### src/rtl/seip_pkg.sv
// shared types, widths and helpers for the 3x3 inverse power iteration core
// no dependencies; imported by every module of the block
package seip_pkg;

    localparam int VEC_FRAC_BITS = 30;
    localparam int TOL_SH        = 2 * VEC_FRAC_BITS;

    localparam int ENTRY_W    = 32;
    localparam int LIMB_W     = 32;
    localparam int OP_W       = LIMB_W + 1;
    localparam int PROD_W     = 2 * OP_W;
    localparam int WIDE_W     = 65;
    localparam int MAG_W      = 98;
    localparam int ACC_W      = 100;
    localparam int ROOT_W     = 64;
    localparam int SD_STEPS   = 32;
    localparam int CFG_IDX_W  = 1;
    localparam int CFG_DATA_W = 32;

    localparam logic [CFG_IDX_W-1:0] REG_MAX_ITER  = 1'd0;
    localparam logic [CFG_IDX_W-1:0] REG_TOLERANCE = 1'd1;

    localparam logic [7:0] MAX_ITER_RESET = 8'd100;

    typedef struct packed {
        logic signed [ENTRY_W-1:0] entry_00;
        logic signed [ENTRY_W-1:0] entry_01;
        logic signed [ENTRY_W-1:0] entry_02;
        logic signed [ENTRY_W-1:0] entry_10;
        logic signed [ENTRY_W-1:0] entry_11;
        logic signed [ENTRY_W-1:0] entry_12;
        logic signed [ENTRY_W-1:0] entry_20;
        logic signed [ENTRY_W-1:0] entry_21;
        logic signed [ENTRY_W-1:0] entry_22;
    } matrix_t;

    typedef struct packed {
        logic signed [31:0] vec_x;
        logic signed [31:0] vec_y;
        logic signed [31:0] vec_z;
        logic               singular;
        logic [7:0]         passes_used;
    } result_t;

    typedef struct packed {
        logic                   en;
        logic                   clr;
        logic                   neg;
        logic                   sh;
        logic signed [OP_W-1:0] a;
        logic signed [OP_W-1:0] b;
    } mac_cmd_t;

    typedef struct packed {
        logic        start_sqrt;
        logic        start_div;
        logic [63:0] operand;
    } sd_cmd_t;

    typedef struct packed {
        logic        done;
        logic [31:0] value;
    } sd_stat_t;

    typedef enum logic [3:0] {
        ST_IDLE,
        ST_MAC,
        ST_WAIT,
        ST_STORE,
        ST_NORM,
        ST_SQRT,
        ST_DIV,
        ST_CHECK,
        ST_OUT
    } state_t;

    typedef enum logic [2:0] {
        PH_COF,
        PH_DET,
        PH_Y,
        PH_SQ,
        PH_AX,
        PH_LAM
    } phase_t;

    // one 33 bit limb of a 65 bit signed word
    function automatic logic signed [OP_W-1:0] limb(input logic signed [WIDE_W-1:0] w,
                                                    input logic lo);
        logic signed [OP_W-1:0] r;
        if (lo)
            r = {1'b0, w[LIMB_W-1:0]};
        else
            r = w[WIDE_W-1:LIMB_W];
        return r;
    endfunction

    function automatic logic [1:0] inc3(input logic [1:0] v);
        return (v == 2'd2) ? 2'd0 : v + 2'd1;
    endfunction

    // flat index of row r, column c
    function automatic logic [3:0] idx3(input logic [1:0] r, input logic [1:0] c);
        return {r, 1'b0} + {2'b00, r} + {2'b00, c};
    endfunction

endpackage

### src/rtl/seip_mac.sv
// shared signed multiply-accumulate unit: registered 33x33 product, then a
// wide accumulate with optional limb shift and subtract; uses seip_pkg
module seip_mac
    import seip_pkg::*;
(
    input  logic                    clk,
    input  logic                    rst_n,
    input  mac_cmd_t                cmd,
    output logic signed [ACC_W-1:0] acc
);

    logic signed [PROD_W-1:0] prod_reg;
    logic                     en_d_reg;
    logic                     clr_d_reg;
    logic                     neg_d_reg;
    logic                     sh_d_reg;
    logic signed [ACC_W-1:0]  acc_reg;
    logic signed [ACC_W-1:0]  acc_next;
    logic signed [ACC_W-1:0]  ext;
    logic signed [ACC_W-1:0]  term;
    logic signed [ACC_W-1:0]  base;

    always_ff @(posedge clk or negedge rst_n)
    begin
        if (!rst_n)
        begin
            en_d_reg <= 1'b0;
        end
        else
        begin
            en_d_reg <= cmd.en;
        end
    end

    always_ff @(posedge clk)
    begin
        prod_reg  <= cmd.a * cmd.b;
        clr_d_reg <= cmd.clr;
        neg_d_reg <= cmd.neg;
        sh_d_reg  <= cmd.sh;
        acc_reg   <= acc_next;
    end

    always_comb
    begin
        ext  = ACC_W'(prod_reg);
        term = sh_d_reg ? (ext <<< LIMB_W) : ext;
        base = clr_d_reg ? '0 : acc_reg;
        if (!en_d_reg)
            acc_next = acc_reg;
        else if (neg_d_reg)
            acc_next = base - term;
        else
            acc_next = base + term;
    end

    assign acc = acc_reg;

endmodule

### config.mk
export PLATFORM = sky130hd
export DESIGN_NAME = seip_mac
export DESIGN_NICKNAME = d
export VERILOG_FILES = /design/src/rtl/seip_pkg.sv /design/src/rtl/seip_mac.sv
export SDC_FILE = /design/constraint.sdc
export NUM_CORES = 2
export LEC_CHECK = 0
export ABC_AREA = 0
export ABC_CLOCK_PERIOD_IN_PS = 5300
export BUFFER_PORTS_ARGS = -buffer_cell sky130_fd_sc_hd__buf_2
export CAP_MARGIN = 20
export CORE_UTILIZATION = 25
export DETAILED_ROUTE_END_ITERATION = 10
export SLEW_MARGIN = 15
export SYNTH_ARGS = -nofsm -noshare
export SYNTH_HDL_FRONTEND = slang
export SYNTH_SLANG_ARGS = --single-unit
### constraint.sdc
create_clock -name clk -period 5.3 [get_ports clk]
set_input_delay 0.53 -clock clk [delete_from_list [all_inputs] [get_ports clk]]
set_output_delay 0.53 -clock clk [all_outputs]
set_load 0.02 [all_outputs]
After elaboration in Yosys (flattened, before gate mapping)
Cells that the tools add are included.
- add/subtract/negate cells: 2
- multiply operators: 1
- multiplexer cells: 3
- operators with widths (operator ; count):
    100-bit 2-to-1 mux ; 2
    100-bit by 98-bit adder with 100-bit output ; 1
    100-bit by 98-bit subtractor with 100-bit output ; 1
    97-bit 2-to-1 mux ; 1
    33-bit by 33-bit multiplier with 66-bit output ; 1
- word-level logic and storage cells: 12
- output and inout bits: 100
- register bits after elaboration: 170
- bits of input ports: 72

Logic depth before layout (Yosys ltp)
- depth after elaboration: 3
- depth in mapped cells: 30
- mapped depth without buffers: 28

Worst setup path after synthesis
OpenSTA, ideal clock, no wires.
- path kind: input -> register
- start point: input port cmd[65] in the netlist's numbering
- end point: register prod_reg[64]
- setup time: 0.072 ns
- setup slack: -2.793 ns
- cell stages on the path: 28
- required time: 5.228 ns
- buffers on the path: 1
- arrival time: 8.021 ns
- path through: clkbuf_1 nand2_1 inv_1 fa_1 inv_1 fa_1 inv_1 fa_1 inv_1 fa_1 inv_1 fa_1 fa_1 fa_1 inv_1 fa_1 inv_1 ha_1 a21oi_1 o21bai_1 a21oi_1 o21bai_1 a21oi_1 o21ai_0 a2111oi_0 o21ai_0 a41oi_1 xnor2_1
- cells in the longest elaborated chain, start to end: 1
- RTL lines (item ; line ; text):
    start, declared ; seip_mac.sv:8 ; input mac_cmd_t cmd,
    33-bit by 33-bit multiplier with 66-bit output ; seip_mac.sv:37 ; prod_reg <= cmd.a * cmd.b;
    end signal, assigned ; seip_mac.sv:37 ;
    end, declared ; seip_mac.sv:12 ; logic signed [PROD_W-1:0] prod_reg;
Every way passes these cells.
A chain may end at the register's enable or synchronous reset.

Worst setup path in the final report
- start point: input port cmd[14] in the netlist's numbering
- end point: register prod_reg[58]
The elaborated chain is that of the path after synthesis.

==> flow_metrics.tcl <==
set metrics [dict create \
    outcome "finished with violations" \
    failed_checks "design-rule violations, negative setup slack" \
    yosysWarningCount 0 \
    die_w_um 465 \
    timing.rr.start "sh_d_reg" \
    cts_root_buf "clkbuf_16" \
    initial_utilization_pct 25.2 \
    end_kind "flip-flop" \
    ys.flop_type "edfxtp_1" \
    areaGrowthSynthToFinish_pct 29.3 \
    dpl_cell_area_mm2 0.0643 \
    finalSetupViolCount 55 \
    io_pins 172 \
    skew_ns 0.0230 \
    crit_required_ns 5.68 \
    portBuffers 171 \
    synth_area_mm2 0.0536 \
    htreeDepth 4 \
    syn-num-nets 7537 \
    clk_pin_slew_ns 0.08 \
    cts_sinks 170 \
    dr_total_vias 44373 \
    drc 2 \
    fin_area_mm2 0.0693 \
    cp_max_fo 6 \
    syn_inst 6002 \
    async_flop_share_pct 0.588 \
    fin_util_pct 32.6 \
    synth_area_leader_cell "fa_1" \
    clock_latency_ns 0.49 \
    drive_above_1_share_pct 25.1 \
    rsz0062_at_grt "true" \
    relSlewSlack_pct 44.5 \
    fmax_mhz 140 \
    drt-initial-drc-count 3117 \
    ys_ff_latch 170 \
    wl_per_cell_um 17.8 \
    yosys.cell_types.count 99 \
    clock_path_buffers 2 \
    hold_viol 0 \
    wl_met3_mm 12.6 \
    worst_slew_pin_slew_ns 0.833 \
    wl_met2_mm 77.7 \
    grt_max_degree 88 \
    grt_pass1_vias 46829 \
    routed_wl_mm 174 \
    post-dp-hpwl_mm 149 \
    fillers 21828 \
    numCtsBuffers 17 \
    maxCapViolCount 0 \
    routed.top_layer "met5" \
    min_path_type "input pin to flip-flop" \
    cts_tree "built" \
    synth.area.top_cells "fa_1 (43%), inv_1 (8.1%), ha_1 (7.4%), and2_1 (6.3%), edfxtp_1 (5.6%)" \
    met1_length_mm 80.0 \
    die-area_mm2 0.216 \
    cp-startpoint "cmd[14]" \
    largest_register_ffs 100 \
    fin_nets 8434 \
    globalRouteTotalUtil_pct 15.8 \
    cp-start-kind "input pin" \
    slew_violations 0 \
    grt_antenna_before_repair 9 \
    rows 169 \
    antenna_left 0 \
    overflow 0 \
    path_class "input pin to flip-flop" \
    gp_congestion 0.930 \
    synth_top_cell_area_share_pct 42.8 \
    fin_crit_sh_pct 135 \
    drtPass1Iterations 8 \
    ys_seq_area_share_pct 8.22 \
    coreArea_mm2 0.213 \
    critPathArrivalTime_ns 7.53 \
    vias_per_cell 4.56 \
    timing.final.ws_setup_ns -1.86 \
    synth_edf_count 100 \
    final.min_clock_period_ns 7.16 \
    min_from "cmd[68]" \
    hold_slack_ns 0.163 \
    avgSynthCellArea_um2 8.93 \
    die_h_um 465 \
    grt_pass1_wl_mm 270 \
]
==> repair_timing <==
action / in CTS / in global routing
hold endpoints to repair: 1 / 0
hold buffers: 1 / 0
pin swaps: 210 / 245
cloned: 6 / 5
setup buffers: 68 / 57
resized for setup: 464 / 330
setup endpoints to repair: 76 / 85
==> critical path: stages <==
cell	delay [ns]
buf_8	0.10
buf_6	0.13
buf_6	0.12
buf_6	0.11
and2_1	0.16
fa_1	0.47
fa_2	0.38
fa_1	0.52
inv_2	0.05
fa_2	0.58
fa_1	0.44
fa_1	0.49
inv_1	0.05
fa_1	0.47
fa_1	0.56
ha_4	0.22
and4_4	0.15
nor3b_4	0.15
a221o_1	0.33
o2111a_1	0.30
nor3_4	0.22
buf_12	0.14
a31oi_4	0.08
a221oi_2	0.25
buf_4	0.18
o21bai_1	0.09
xor2_1	0.26
==> synth_stat cells (9+ instances only) <==
cell,n
nand2b_1,31
o21ai_0,119
and2_1,539
a21o_1,65
nand3_1,36
mux2i_1,27
o21a_1,23
a41oi_1,11
o211ai_1,21
edfxtp_1,100
or3_1,14
o21ai_1,23
o31ai_1,22
o22ai_1,12
nor4_1,25
a21oi_1,268
fa_1,1146
ha_1,317
nand2_1,692
dfxtp_1,69
xor2_1,113
a211oi_1,18
clkbuf_1,291
nor2b_1,134
inv_1,1159
nor3_1,64
buf_1,10
nor3b_1,11
nand4_1,43
o21bai_1,39
xnor2_1,142
and3_1,9
nor2_1,220
a31oi_1,29
==> area by class of cell <==
cell class	instances	area, µm²	area share (%)
sequential	170	4420	6.38
clock inverter	11	80.1	0.116
tap	2821	3530	5.09
multi-input combinational	4360	46200	66.6
clock buffer	21	492	0.709
antenna	3	7.51	0.0108
timing repair buffer	1190	10300	14.8
inverter	1160	4360	6.29
==> final timing paths <==
kind	endpoint	slack, ns	depth (start not counted)
setup / recovery	prod_reg[58]	-1.86	27
hold / removal	clr_d_reg	0.16	1
setup reg to reg	acc[93]	0.12	24
hold reg to reg	acc[0]	0.81	3
max in group asynchronous	en_d_reg	4.82	2
min in group asynchronous	en_d_reg	0.36	2
==> per-layer routing <==
layer	GRT usage (%)	vias to the layer above
met2	25.2	1378
met3	2.79	180
met1	22.5	22536
met4	2.83	12
met5	0	-
li1	-	20267
==> cells by family after synthesis <==
| kind of cell | share of synthesized area (%) |
|---|---|
| fa+ha+maj | 50.2 |
| buf+inv | 10.4 |
| flops | 8.22 |
| mux | 0.567 |
| xor+xnor | 4.17 |
| simple gates | 17.6 |
| compound gates | 8.86 |
==> cell usage in the layout (no fill, tap or decap), types with 21 or more instances in the layout <==
master and n:
ha_1 273, o21bai_1 38, inv_2 64, nand3_1 30
xnor2_1 126, nor3_1 44, nand4_1 43, dfxtp_1 64
buf_2 118, edfxtp_1 100, o21ai_1 25, a21oi_2 37
and2_4 47, mux2i_1 26, nor2_1 203, buf_4 855
nand2b_1 31, o211ai_1 21, inv_1 1094, buf_8 31
nand2_1 664, a21o_1 65, buf_6 116, ha_4 41
o21ai_2 24, nor2b_1 130, o21ai_0 91, xor2_1 107
fa_1 1085, clkbuf_16 23, buf_12 55, o21a_1 21
fa_2 61, and2_1 492, a21oi_1 227
==> through the flow <==
stage | setup TNS [ns] | instances | setup slack (ns)
after floorplan | -73.03 | 6002 | -2.22
after detailed placement | -120.76 | 9584 | -2.89
after global routing | -86.92 | 9733 | -2.07
after CTS | -74.47 | 9687 | -1.93
final | -75.49 | 9736 | -1.86
after global placement | -117.65 | 9584 | -2.85
Power is not shown: default switching activity piles up to over one toggle a cycle in this logic, so the estimate is an artifact.
