===== src/rtl/seip_pkg.sv =====
// shared types, widths and helpers for the 3x3 inverse power iteration core
// no dependencies; imported by every module of the block
package seip_pkg;

    localparam int VEC_FRAC_BITS = 30;
    localparam int TOL_SH        = 2 * VEC_FRAC_BITS;

    localparam int ENTRY_W    = 32;
    localparam int LIMB_W     = 32;
    localparam int OP_W       = LIMB_W + 1;
    localparam int PROD_W     = 2 * OP_W;
    localparam int WIDE_W     = 65;
    localparam int MAG_W      = 98;
    localparam int ACC_W      = 100;
    localparam int ROOT_W     = 64;
    localparam int SD_STEPS   = 32;
    localparam int CFG_IDX_W  = 1;
    localparam int CFG_DATA_W = 32;

    localparam logic [CFG_IDX_W-1:0] REG_MAX_ITER  = 1'd0;
    localparam logic [CFG_IDX_W-1:0] REG_TOLERANCE = 1'd1;

    localparam logic [7:0] MAX_ITER_RESET = 8'd100;

    typedef struct packed {
        logic signed [ENTRY_W-1:0] entry_00;
        logic signed [ENTRY_W-1:0] entry_01;
        logic signed [ENTRY_W-1:0] entry_02;
        logic signed [ENTRY_W-1:0] entry_10;
        logic signed [ENTRY_W-1:0] entry_11;
        logic signed [ENTRY_W-1:0] entry_12;
        logic signed [ENTRY_W-1:0] entry_20;
        logic signed [ENTRY_W-1:0] entry_21;
        logic signed [ENTRY_W-1:0] entry_22;
    } matrix_t;

    typedef struct packed {
        logic signed [31:0] vec_x;
        logic signed [31:0] vec_y;
        logic signed [31:0] vec_z;
        logic               singular;
        logic [7:0]         passes_used;
    } result_t;

    typedef struct packed {
        logic                   en;
        logic                   clr;
        logic                   neg;
        logic                   sh;
        logic signed [OP_W-1:0] a;
        logic signed [OP_W-1:0] b;
    } mac_cmd_t;

    typedef struct packed {
        logic        start_sqrt;
        logic        start_div;
        logic [63:0] operand;
    } sd_cmd_t;

    typedef struct packed {
        logic        done;
        logic [31:0] value;
    } sd_stat_t;

    typedef enum logic [3:0] {
        ST_IDLE,
        ST_MAC,
        ST_WAIT,
        ST_STORE,
        ST_NORM,
        ST_SQRT,
        ST_DIV,
        ST_CHECK,
        ST_OUT
    } state_t;

    typedef enum logic [2:0] {
        PH_COF,
        PH_DET,
        PH_Y,
        PH_SQ,
        PH_AX,
        PH_LAM
    } phase_t;

    // one 33 bit limb of a 65 bit signed word
    function automatic logic signed [OP_W-1:0] limb(input logic signed [WIDE_W-1:0] w,
                                                    input logic lo);
        logic signed [OP_W-1:0] r;
        if (lo)
            r = {1'b0, w[LIMB_W-1:0]};
        else
            r = w[WIDE_W-1:LIMB_W];
        return r;
    endfunction

    function automatic logic [1:0] inc3(input logic [1:0] v);
        return (v == 2'd2) ? 2'd0 : v + 2'd1;
    endfunction

    // flat index of row r, column c
    function automatic logic [3:0] idx3(input logic [1:0] r, input logic [1:0] c);
        return {r, 1'b0} + {2'b00, r} + {2'b00, c};
    endfunction

endpackage


===== src/rtl/seip_sqdiv.sv =====
// iterative integer square root and restoring divider, one bit per cycle;
// the divisor is the root left by the last square root; uses seip_pkg
module seip_sqdiv
    import seip_pkg::*;
(
    input  logic     clk,
    input  logic     rst_n,
    input  sd_cmd_t  cmd,
    output sd_stat_t stat
);

    logic              busy_reg;
    logic              mode_reg;
    logic              done_reg;
    logic [4:0]        cnt_reg;
    logic [ROOT_W-1:0] rem_reg;
    logic [ROOT_W-1:0] root_reg;
    logic [ROOT_W-1:0] bit_reg;
    logic [31:0]       prem_reg;
    logic [31:0]       dvd_reg;
    logic [31:0]       quot_reg;
    logic [ROOT_W-1:0] trial;
    logic              take_sq;
    logic [32:0]       cand;
    logic              take_dv;
    logic [63:0]       dvd_start;

    assign trial     = root_reg + bit_reg;
    assign take_sq   = rem_reg >= trial;
    assign cand      = {prem_reg, dvd_reg[31]};
    assign take_dv   = cand >= {1'b0, root_reg[31:0]};
    // add half the divisor so the quotient rounds half away from zero
    assign dvd_start = (cmd.operand << VEC_FRAC_BITS) + {33'd0, root_reg[31:1]};

    always_ff @(posedge clk or negedge rst_n)
    begin
        if (!rst_n)
        begin
            busy_reg <= 1'b0;
            mode_reg <= 1'b0;
            done_reg <= 1'b0;
            cnt_reg  <= '0;
        end
        else
        begin
            done_reg <= 1'b0;
            if (cmd.start_sqrt || cmd.start_div)
            begin
                busy_reg <= 1'b1;
                mode_reg <= cmd.start_div;
                cnt_reg  <= '0;
            end
            else if (busy_reg)
            begin
                cnt_reg <= cnt_reg + 5'd1;
                if (cnt_reg == 5'(SD_STEPS - 1))
                begin
                    busy_reg <= 1'b0;
                    done_reg <= 1'b1;
                end
            end
        end
    end

    always_ff @(posedge clk)
    begin
        if (cmd.start_sqrt)
        begin
            rem_reg  <= cmd.operand;
            root_reg <= '0;
            bit_reg  <= ROOT_W'(1) << (ROOT_W - 2);
        end
        else if (cmd.start_div)
        begin
            prem_reg <= dvd_start[63:32];
            dvd_reg  <= dvd_start[31:0];
            quot_reg <= '0;
        end
        else if (busy_reg && !mode_reg)
        begin
            if (take_sq)
            begin
                rem_reg  <= rem_reg - trial;
                root_reg <= (root_reg >> 1) + bit_reg;
            end
            else
            begin
                root_reg <= root_reg >> 1;
            end
            bit_reg <= bit_reg >> 2;
        end
        else if (busy_reg)
        begin
            prem_reg <= take_dv ? 32'(cand - {1'b0, root_reg[31:0]}) : cand[31:0];
            dvd_reg  <= dvd_reg << 1;
            quot_reg <= {quot_reg[30:0], take_dv};
        end
    end

    assign stat.done  = done_reg;
    assign stat.value = mode_reg ? quot_reg : root_reg[31:0];

endmodule


===== config.mk =====
export PLATFORM = sky130hd
export DESIGN_NAME = seip_sqdiv
export DESIGN_NICKNAME = d
export VERILOG_FILES = /design/src/rtl/seip_pkg.sv /design/src/rtl/seip_sqdiv.sv
export SDC_FILE = /design/constraint.sdc
export NUM_CORES = 1
export LEC_CHECK = 0
export BUFFER_PORTS_ARGS = -buffer_cell sky130_fd_sc_hd__buf_2
export CAP_MARGIN = 30
export CELL_PAD_IN_SITES_DETAIL_PLACEMENT = 1
export CELL_PAD_IN_SITES_GLOBAL_PLACEMENT = 1
export CORE_MARGIN = 2
export CORE_UTILIZATION = 45
export CTS_CLUSTER_SIZE = 12
export DETAILED_ROUTE_END_ITERATION = 16
export PLACE_DENSITY = 0.8
export SETUP_SLACK_MARGIN = 0.5
export SYNTH_ARGS = -nofsm -noshare
export SYNTH_HDL_FRONTEND = slang
export SYNTH_SLANG_ARGS = --single-unit

===== constraint.sdc =====
create_clock -name clk -period 13 [get_ports clk]
set_input_delay 1.3 -clock clk [delete_from_list [all_inputs] [get_ports clk]]
set_output_delay 1.3 -clock clk [all_outputs]
set_load 0.02 [all_outputs]

# [After elaboration in Yosys (flattened, before gate mapping)]
# Index checks and enable logic that the tools add are counted.
[op_classes] add_sub_neg=6 mul=0 div=0 order_cmp=2 eq_ne=3 shifts=0 mux=23 bitwise_logic=2 reduce_logical=10
[ops] cell="32-bit 2-to-1 mux" n=10
[ops] cell="64-bit 2-to-1 mux" n=5
[ops] cell="63-bit by 63-bit adder with 64-bit output" n=1
[ops] cell="64-bit by 31-bit adder with 64-bit output" n=1
[ops] cell="64-bit by 63-bit adder with 64-bit output" n=1
[ops] cell="64-bit greater-or-equal comparator" n=1
[ops] cell="64-bit subtractor" n=1
[ops] cell="33-bit by 32-bit greater-or-equal comparator with 1-bit output" n=1
[ops] cell="32-bit subtractor" n=1
[ops] cell="5-bit 2-to-1 mux" n=2
[ops] cell="2-bit nonzero test" n=4
[ops] cell="1-bit 2-to-1 mux" n=6
[ops] cell="3-bit AND reduction" n=2
[ops] cell="5-bit by 1-bit adder with 5-bit output, second input constant" n=1
[ops] cell="5-bit equality test, second input constant" n=1
[ops] cell="2-bit by 1-bit inequality test with 1-bit output, second input constant" n=1
[ops] cell="2-bit inequality test, second input constant" n=1
[ops] cell="1-bit NOT" n=2
[ops] cell="2-bit AND reduction" n=1
[ops] cell="1-bit logical AND" n=1
[ops] cell="1-bit zero test" n=1
[ops] cell="1-bit logical OR" n=1
[word_totals] ff_bits=264 latchBits=0 ramBits=0 rom_bits=0 output_inout_bits=33 mem_count=0

# [Logic depth before layout (Yosys ltp)]
# Gate-level depths: netlist of run 1.
[depth] word_depth=6 ltp_mapped=24 mapped_depth_nobuf=21

# [Worst setup path after synthesis of run 1]
# Ideal clock, no wire load.
[synth_timing] path_type="register to register" start="register root_reg[2]" end="register rem_reg[0], enable pin" setup_ns=0.574 arrival_time_ns=8.820 setup_slack_ns=3.605 stages_incl_launch_ff=22 n_path_buf=3 path_cell_list="dfxtp_1 -> ha_1 -> a31oi_1 -> o21ba_2 -> o21a_1 -> o211ai_2 -> a21oi_1 -> o21ai_0 -> a311oi_1 -> o21ai_0 -> xnor2_1 -> ha_1 -> buf_2 -> nand4_1 -> or3_1 -> or2_1 -> inv_1 -> nand2_1 -> o21a_1 -> buf_2 -> buf_2 -> o21ai_0"
[synth_between] elab_chain_len=4
[synth_rtl] item="start, declared" line_no="seip_sqdiv.sv:17" rtl="logic [ROOT_W-1:0] root_reg;"
[synth_rtl] item="start signal, assigned" line_no="seip_sqdiv.sv:84" rtl="root_reg <= (root_reg >> 1) + bit_reg;"
[synth_rtl] item="start signal, assigned" line_no="seip_sqdiv.sv:88" rtl="root_reg <= root_reg >> 1;"
[synth_rtl] item="64-bit by 63-bit adder with 64-bit output" line_no="seip_sqdiv.sv:28" rtl="assign trial = root_reg + bit_reg;"
[synth_rtl] item="64-bit greater-or-equal comparator" line_no="seip_sqdiv.sv:29" rtl="assign take_sq = rem_reg >= trial;"
[synth_rtl] item="2-bit nonzero test (no line)"
[synth_rtl] item="3-bit AND reduction (no line)"
[synth_rtl] item="end signal, assigned" line_no="seip_sqdiv.sv:69" rtl="rem_reg <= cmd.operand;"
[synth_rtl] item="end signal, assigned" line_no="seip_sqdiv.sv:83" rtl="rem_reg <= rem_reg - trial;"
[synth_rtl] item="end, declared" line_no="seip_sqdiv.sv:16" rtl="logic [ROOT_W-1:0] rem_reg;"
# No other way between the ends.
# A chain may end at the register's enable or synchronous reset.

# [Worst setup path in the final report of run 1]
[layout_timing] start="register root_reg[24]" end="register rem_reg[21], enable pin"
# The elaborated chain is that of the path after synthesis.

==> results.py, run 1 <==
metrics = {
    "routing": {
        "routed.top_layer": "met5",
        "remaining_drc_errors": 0,
        "firstDrtPassIters": 5,
        "dr_wl_met3_um": 3300,
        "drt_iter0_drc": 1238,
        "post_drt_via_cell_ratio": 6.20,
        "wire_per_inst_um": 23.1,
        "vias": 21200,
        "ant_nets": 0,
        "drt-total-wl_um": 79000,
        "wl_met1_um": 32400,
        "wl_met2_um": 38800,
    },
    "clock_network": {
        "clk_latency_ps": 580,
        "clockBufferDepth": 3,
        "cts_setup_buffers": 0,
        "numCtsBuffers": 35,
        "post_cts_resized": 0,
        "cts_root_buf": "clkbuf_16",
        "postCtsHoldBufs": 0,
        "cts_tree": "built",
        "htree_levels": 2,
        "cts.sinks": 264,
        "clkTransAtPathRegs_ps": 60,
    },
    "power": {
        "clkPwrFrac_pct": 27.5,
        "p_int_w": 0.00207,
        "seqPwrFrac_pct": 31.9,
        "leakage_nw": 9.17,
        "p_comb_share_pct": 40.6,
        "sw_frac_of_total_pct": 39.5,
        "power_switching_w": 0.00135,
        "p_per_area_mw_per_mm2": 140,
        "ir_drop_mv": 0.118,
    },
    "placed_design": {
        "dp_hpwl_um": 59500,
        "place_area_mm2": 0.0233,
        "port_buffers": 100,
        "gp_congestion": 1.01,
    },
    "sta": {
        "setup-violations-final": 0,
        "fmax_mhz": 150,
        "skew_ps": 25.1,
        "setup_tns_ps": 0,
        "maxSlewHeadroom_pct": 35.8,
        "rsz0062_at_grt": "no",
        "hold_viol": 0,
        "post-route-period-util_pct": 51.3,
        "drv_slew": 0,
        "tightest_slew_ps": 963,
        "period_needed_ps": 6670,
    },
    "die": {
        "die-area_mm2": 0.0516,
        "dieHeight_um": 227,
        "start_util_pct": 45.7,
        "io_pins": 101,
        "core_area_mm2": 0.0491,
        "rows": 81,
        "die_w_um": 227,
    },
    "yosys": {
        "synth_cell_types": 95,
        "seq_area_frac_synth_pct": 30.9,
        "syn_avg_cell_area_um2": 8.24,
        "yosys_most_used_dff": "edfxtp_1",
        "synthTopCellsByArea": "edfxtp_1 21%, ha_1 9.3%, dfxtp_1 8.6%",
        "synth_top_area_cell": "edfxtp_1",
        "synth_warnings": 0,
        "postSynth.asyncResetShare_pct": 3.03,
        "yosys.area.top_type_share_pct": 21.5,
        "ys_ff_latch": 264,
        "netlist_instances": 2717,
        "syn-num-nets": 2953,
        "syn_area_mm2": 0.0224,
        "synth-edff-count": 160,
    },
    "finish": {
        "drive_above_1_share_pct": 9.49,
        "syn2layout_area_growth_pct": 9.02,
        "nets": 2961,
        "final_cell_mix": "390 x nand2_1, 241 x o21ai_0, 209 x a21oi_1",
        "diodes": 0,
        "design_area_mm2": 0.0244,
        "layout_commonest_cell": "nand2_1",
    },
    "global_routing": {
        "grt_first_pass_wirelength_um": 124000,
        "grt_overflow": 0,
        "grt_use_total_pct": 30.8,
        "grt_pass1_vias": 22100,
        "grt_max_degree": 78,
        "antenna_found_initial": 2,
    },
    "setup_path": {
        "startpoint_type": "flip-flop",
        "crit_type": "reg -> reg",
        "arrival_ps": 6860,
        "required_ps": 13180,
        "critPathMaxFanout": 64,
        "end_kind": "flip-flop",
    },
    "flow_run": {
        "drv_cap": 0,
    },
    "status": {
        "status": "complete, no violations",
    },
    "worst_hold_path": {
        "hp-class": "reg -> reg",
    },
}
[area by class of cell]
cell class | count | area, um^2
clock inverter | 12 | 118
clock buffer | 50 | 962
timing repair buffer | 115 | 654
sequential | 264 | 6930
inverter | 86 | 323
multi-input combinational | 2223 | 14600
fill | 5990 | 24600
tap | 664 | 831
[path summary, 6_finish.rpt]
check	slack, ps	start	endpoint	depth (start not counted)
setup / recovery	6330	root_reg[24]$_SDFFE_PP0P_	rem_reg[21]$_DFFE_PP_	20
setup reg to reg	6330	root_reg[24]$_SDFFE_PP0P_	rem_reg[21]$_DFFE_PP_	20
hold reg to reg	480	bit_reg[62]$_SDFFE_PP1P_	bit_reg[62]$_SDFFE_PP1P_	2
min in group asynchronous	570	rst_n	cnt_reg[4]$_DFFE_PN0P_	1
hold / removal	480	bit_reg[62]$_SDFFE_PP1P_	bit_reg[62]$_SDFFE_PP1P_	2
max in group asynchronous	12240	rst_n	mode_reg$_DFFE_PN0N_	1
[worst max-delay path: stages, from the launching register on]
cell and delay [ps]:
dfxtp_1 460, ha_1 410, nand3_1 130, nor4_1 390, nand2_1 160, o211ai_2 390, a21oi_1 230, o31ai_2 410
a31oi_1 250, o21ai_0 250, xnor2_1 110, ha_1 450, nand4_1 220, or3_1 410, or2_1 260, inv_1 60
nand2_1 100, o21a_2 240, buf_4 300, o21ai_4 200, buf_4 720
[per-layer routing]
layer  vias up  global-route usage, %
met3       181                   4.13
met4         2                   17.2
met1     10500                   35.7
met2       473                   54.5
met5         -                      0
li1      10000                      -
[through the flow]
| step | cells | utilization [%] | hold slack (ps) | power (W) | worst slack (ps) |
|---|---|---|---|---|---|
| 4_1_cts | 3414 | 49.8 | 489 | 0.00343 | 6410 |
| 2_1_floorplan | 2717 | - | 456 | 0.00209 | 3610 |
| 6_report | 3414 | 49.8 | 483 | 0.00343 | 6330 |
| 3_3_place_gp | 3350 | 47.5 | 467 | 0.00243 | 6620 |
| 5_1_grt | 3414 | 49.8 | 513 | 0.00362 | 5800 |
| 3_5_place_dp | 3352 | 47.6 | 482 | 0.00247 | 6450 |
[synthesized netlist by cell type (all sizes together) (6+ instances only)]
cell       n
and3      36
inv       86
o211ai    20
a311oi    13
buf       31
a31o      21
nor3      32
xnor2    127
a211oi    23
or3       15
nand3     73
and4       6
nand2b    14
nand4     59
o21a      19
edfxtp   160
nor4      23
o31a       7
xor2      81
o21ai    257
o21bai    38
or2        8
a21o      54
o41ai      6
a21oi    211
clkbuf   113
nor2b     53
nand2    390
a2111oi    9
o31ai     25
dfxtp     96
nor2     162
a221oi    20
dfrtp      8
and2      16
mux2      37
a31oi     62
ha       166
o221ai     8
mux2i     54
nand3b     7
[cells by family (layout without fill, tap and decap cells)]
logic type | after synthesis | after routing | share of synthesized area, %
AO/OA/AOI/OAI | 850 | 850 | 24.3
XOR/XNOR | 208 | 208 | 8.13
adder cells (fa/ha/maj) | 168 | 168 | 9.45
buffers and inverters | 230 | 263 | 4.06
flip-flops | 264 | 264 | 30.9
multiplexers | 91 | 91 | 4.27
AND/OR/NAND/NOR | 906 | 906 | 18.9
[power by group through the flow]
stage	combinational [W]	clock (W)	sequential (W)
finish	0.00139	0.000943	0.00109
global route	0.00153	0.000992	0.00110
CTS	0.00138	0.000964	0.00109
detailed placement	0.00137	0	0.00111
global placement	0.00132	0	0.00111
floorplan	0.00102	0	0.00107
Note: power is estimated with default switching activity, not from simulation.
==> run 2, diff against run 1 <==
- ABC_AREA: unset -> 1
- PLACE_DENSITY: 0.8 -> 0.85
- clock period: 13 -> 6.74 ns (I/O delays scaled with it)
==> results.py, run 2 <==
metrics = {
    "global_routing": {
        "grt_pass1_vias": 31100,
        "antenna_found_initial": 2,
        "grt_overflow": 0,
        "grt_first_pass_wirelength_um": 179000,
        "grt_max_degree": 75,
        "grt_use_total_pct": 38.2,
    },
    "yosys": {
        "synth_cell_types": 52,
        "synth_common_cells": "1435 x nand2_1, 633 x inv_1, 477 x nor2_1, 360 x nand3_1, 281 x o21ai_0",
        "syn-num-nets": 4660,
        "synth_xor_area_share_pct": 3.62,
        "synth_warnings": 0,
        "postSynth.asyncResetShare_pct": 3.03,
        "synth_most_common_cell": "nand2_1",
        "syn_area_mm2": 0.0269,
        "netlist_instances": 4424,
        "synth_top_area_cell": "nand2_1",
        "synth_compound_area_share_pct": 13.1,
        "synth_top_family_by_area": "simple AND/OR/NAND/NOR gates",
        "ys_ff_latch": 264,
        "synth-edff-count": 160,
        "synthTopCellsByArea": "nand2_1 20%, edfxtp_1 18%, inv_1 8.8%",
        "syn_avg_cell_area_um2": 6.07,
        "yosys.area.top_type_share_pct": 20.1,
        "synth_mux_area_share_pct": 0,
        "synthAdderAreaFrac_pct": 7.88,
        "yosys_most_used_dff": "edfxtp_1",
        "seq_area_frac_synth_pct": 25.8,
        "yosys.area_share.simple_pct": 39.0,
    },
    "setup_path": {
        "path_buf_inv": 1,
        "cp_slowest_stage_delay_ps": 540,
        "required_ps": 7260,
        "critPathMostFrequentCell": "nand2_1",
        "crit_chain": "ha_1 > nand2_1 > o21ai_1 > nand2_1 > o21ai_1 > a21oi_1 > o21ai_1 > xnor2_1 > ha_1 > nand2_1 > nor2_2 > nand2_1 > nor2_2 > nand4_1 > nand3_2 > nand2_2 > nand2_4 > buf_6 > nand2_1 > o21ai_0 > nand2_1 > nand2_1",
        "crit_type": "reg -> reg",
        "slowest_stage": "buf_6",
        "startpoint_type": "flip-flop",
        "end_kind": "flip-flop",
        "arrival_ps": 6490,
        "path_delay_family": "simple AND/OR/NAND/NOR gates",
        "critPathMaxFanout": 74,
    },
    "power": {
        "seqPwrFrac_pct": 31.5,
        "p_comb_share_pct": 36.4,
        "p_int_w": 0.00380,
        "leakage_nw": 13.0,
        "power_switching_w": 0.00256,
        "sw_frac_of_total_pct": 40.3,
        "ir_drop_mv": 0.184,
        "p_per_area_mw_per_mm2": 217,
        "clkPwrFrac_pct": 32.0,
    },
    "clock_network": {
        "cts_tree": "built",
        "clk_latency_ps": 580,
        "htree_levels": 2,
        "numCtsBuffers": 37,
        "clkTransAtPathRegs_ps": 60,
        "cts_root_buf": "clkbuf_16",
        "clockBufferDepth": 3,
        "cts.sinks": 264,
    },
    "sta": {
        "post-route-period-util_pct": 88.6,
        "setup-violations-final": 0,
        "fmax_mhz": 167,
        "period_needed_ps": 5970,
        "drv_slew": 0,
        "tightest_slew_ps": 921,
        "hold_viol": 0,
        "skew_ps": 34.1,
        "maxSlewHeadroom_pct": 38.3,
        "setup_tns_ps": 0,
        "rsz0062_at_grt": "no",
    },
    "die": {
        "rows": 89,
        "die-area_mm2": 0.0617,
        "io_pins": 101,
        "core_area_mm2": 0.0590,
        "start_util_pct": 45.5,
        "die_w_um": 248,
        "dieHeight_um": 248,
    },
    "placed_design": {
        "gp_congestion": 1.02,
        "place_area_mm2": 0.0281,
        "dp_hpwl_um": 94700,
        "port_buffers": 100,
    },
    "finish": {
        "design_area_mm2": 0.0294,
        "syn2layout_area_growth_pct": 9.39,
        "layout_commonest_cell": "nand2_1",
        "drive_above_1_share_pct": 5.65,
        "final_cell_mix": "1435 x nand2_1, 632 x inv_1, 475 x nor2_1",
        "nets": 4737,
    },
    "routing": {
        "firstDrtPassIters": 6,
        "vias": 30800,
        "ant_nets": 0,
        "remaining_drc_errors": 0,
        "post_drt_via_cell_ratio": 5.81,
        "drt_iter0_drc": 2721,
        "wire_per_inst_um": 22.3,
        "drt-total-wl_um": 118000,
    },
    "flow_run": {
        "drv_cap": 0,
    },
    "worst_hold_path": {
        "hp-class": "in -> reg",
    },
    "status": {
        "status": "complete, no violations",
    },
}
-- run 2: power by group through the flow --
stage	Combinational [W]	Clock (W)	Sequential (W)
2_1_floorplan	0.00159	0	0.00199
3_3_place_gp	0.00216	0	0.00203
3_5_place_dp	0.00222	0	0.00204
4_1_cts	0.00225	0.00205	0.00201
5_1_grt	0.00254	0.00211	0.00202
6_report	0.00232	0.00204	0.00200
-- run 2: per-layer routing --
metal	track usage, %	wire (um)	share of wire, %
met3	6.02	9330	7.9
met5	0	27	0.023
met2	62.0	53300	45
met4	13.7	4540	3.8
met1	51.3	51100	43
-- run 2: worst paths after layout --
| check | slack, ps | cells after the start | startpoint | end |
|---|---|---|---|---|
| setup / recovery | 770 | 22 | root_reg[22]$_SDFFE_PP0P_ | root_reg[58]$_SDFFE_PP0P_ |
| hold / removal | 380 | 3 | cmd[57] | rem_reg[57]$_DFFE_PP_ |
| setup reg to reg | 770 | 22 | root_reg[22]$_SDFFE_PP0P_ | root_reg[58]$_SDFFE_PP0P_ |
| hold reg to reg | 500 | 2 | cnt_reg[4]$_DFFE_PN0P_ | cnt_reg[4]$_DFFE_PN0P_ |
| max in group asynchronous | 6050 | 2 | rst_n | mode_reg$_DFFE_PN0N_ |
| min in group asynchronous | 500 | 2 | rst_n | cnt_reg[0]$_DFFE_PN0P_ |
-- run 2: repair_timing --
action / CTS / global route
setup endpoints to repair: 0 / 112
hold buffers: 1 / 0
buffers inserted: 0 / 0
resized for setup: 0 / 5
hold endpoints to repair: 8 / 0
-- run 2: cell families after synthesis --
group | Yosys count
buffers and inverters | 729
flip-flops | 264
AND/OR/NAND/NOR | 2507
XOR/XNOR | 111
AO/OA/AOI/OAI | 645
adder cells (fa/ha/maj) | 168
-- run 2: area by class of cell --
type	instances	area, um^2
antenna	1	2.50
clock buffer	48	1060
clock inverter	17	171
fill	8390	29600
inverter	641	2410
multi-input combinational	3431	17100
sequential	264	6930
tap	773	967
timing repair buffer	126	722
-- run 2: per-stage QoR --
step           setup WS [ps]  power [W]  cells  hold WS (ps)  utilization (%)
3_5_place_dp             631    0.00426   5233           487             47.6
2_1_floorplan           1520    0.00358   4424           378                -
5_1_grt                  512    0.00666   5300           396             49.8
3_3_place_gp             725    0.00419   5233           465             47.6
4_1_cts                  570    0.00631   5299           369             49.7
6_report                 765    0.00636   5301           385             49.8
-- run 2: worst register-to-register path, cell delays in order, from the launching register on --
cell	delay, ps
dfxtp_1	440
ha_1	470
nand2_1	130
o21ai_1	270
nand2_1	140
o21ai_1	400
a21oi_1	70
o21ai_1	350
xnor2_1	220
ha_1	400
nand2_1	120
nor2_2	180
nand2_1	160
nor2_2	180
nand4_1	180
nand3_2	160
nand2_2	370
nand2_4	430
buf_6	550
nand2_1	380
o21ai_0	190
nand2_1	70
nand2_1	60
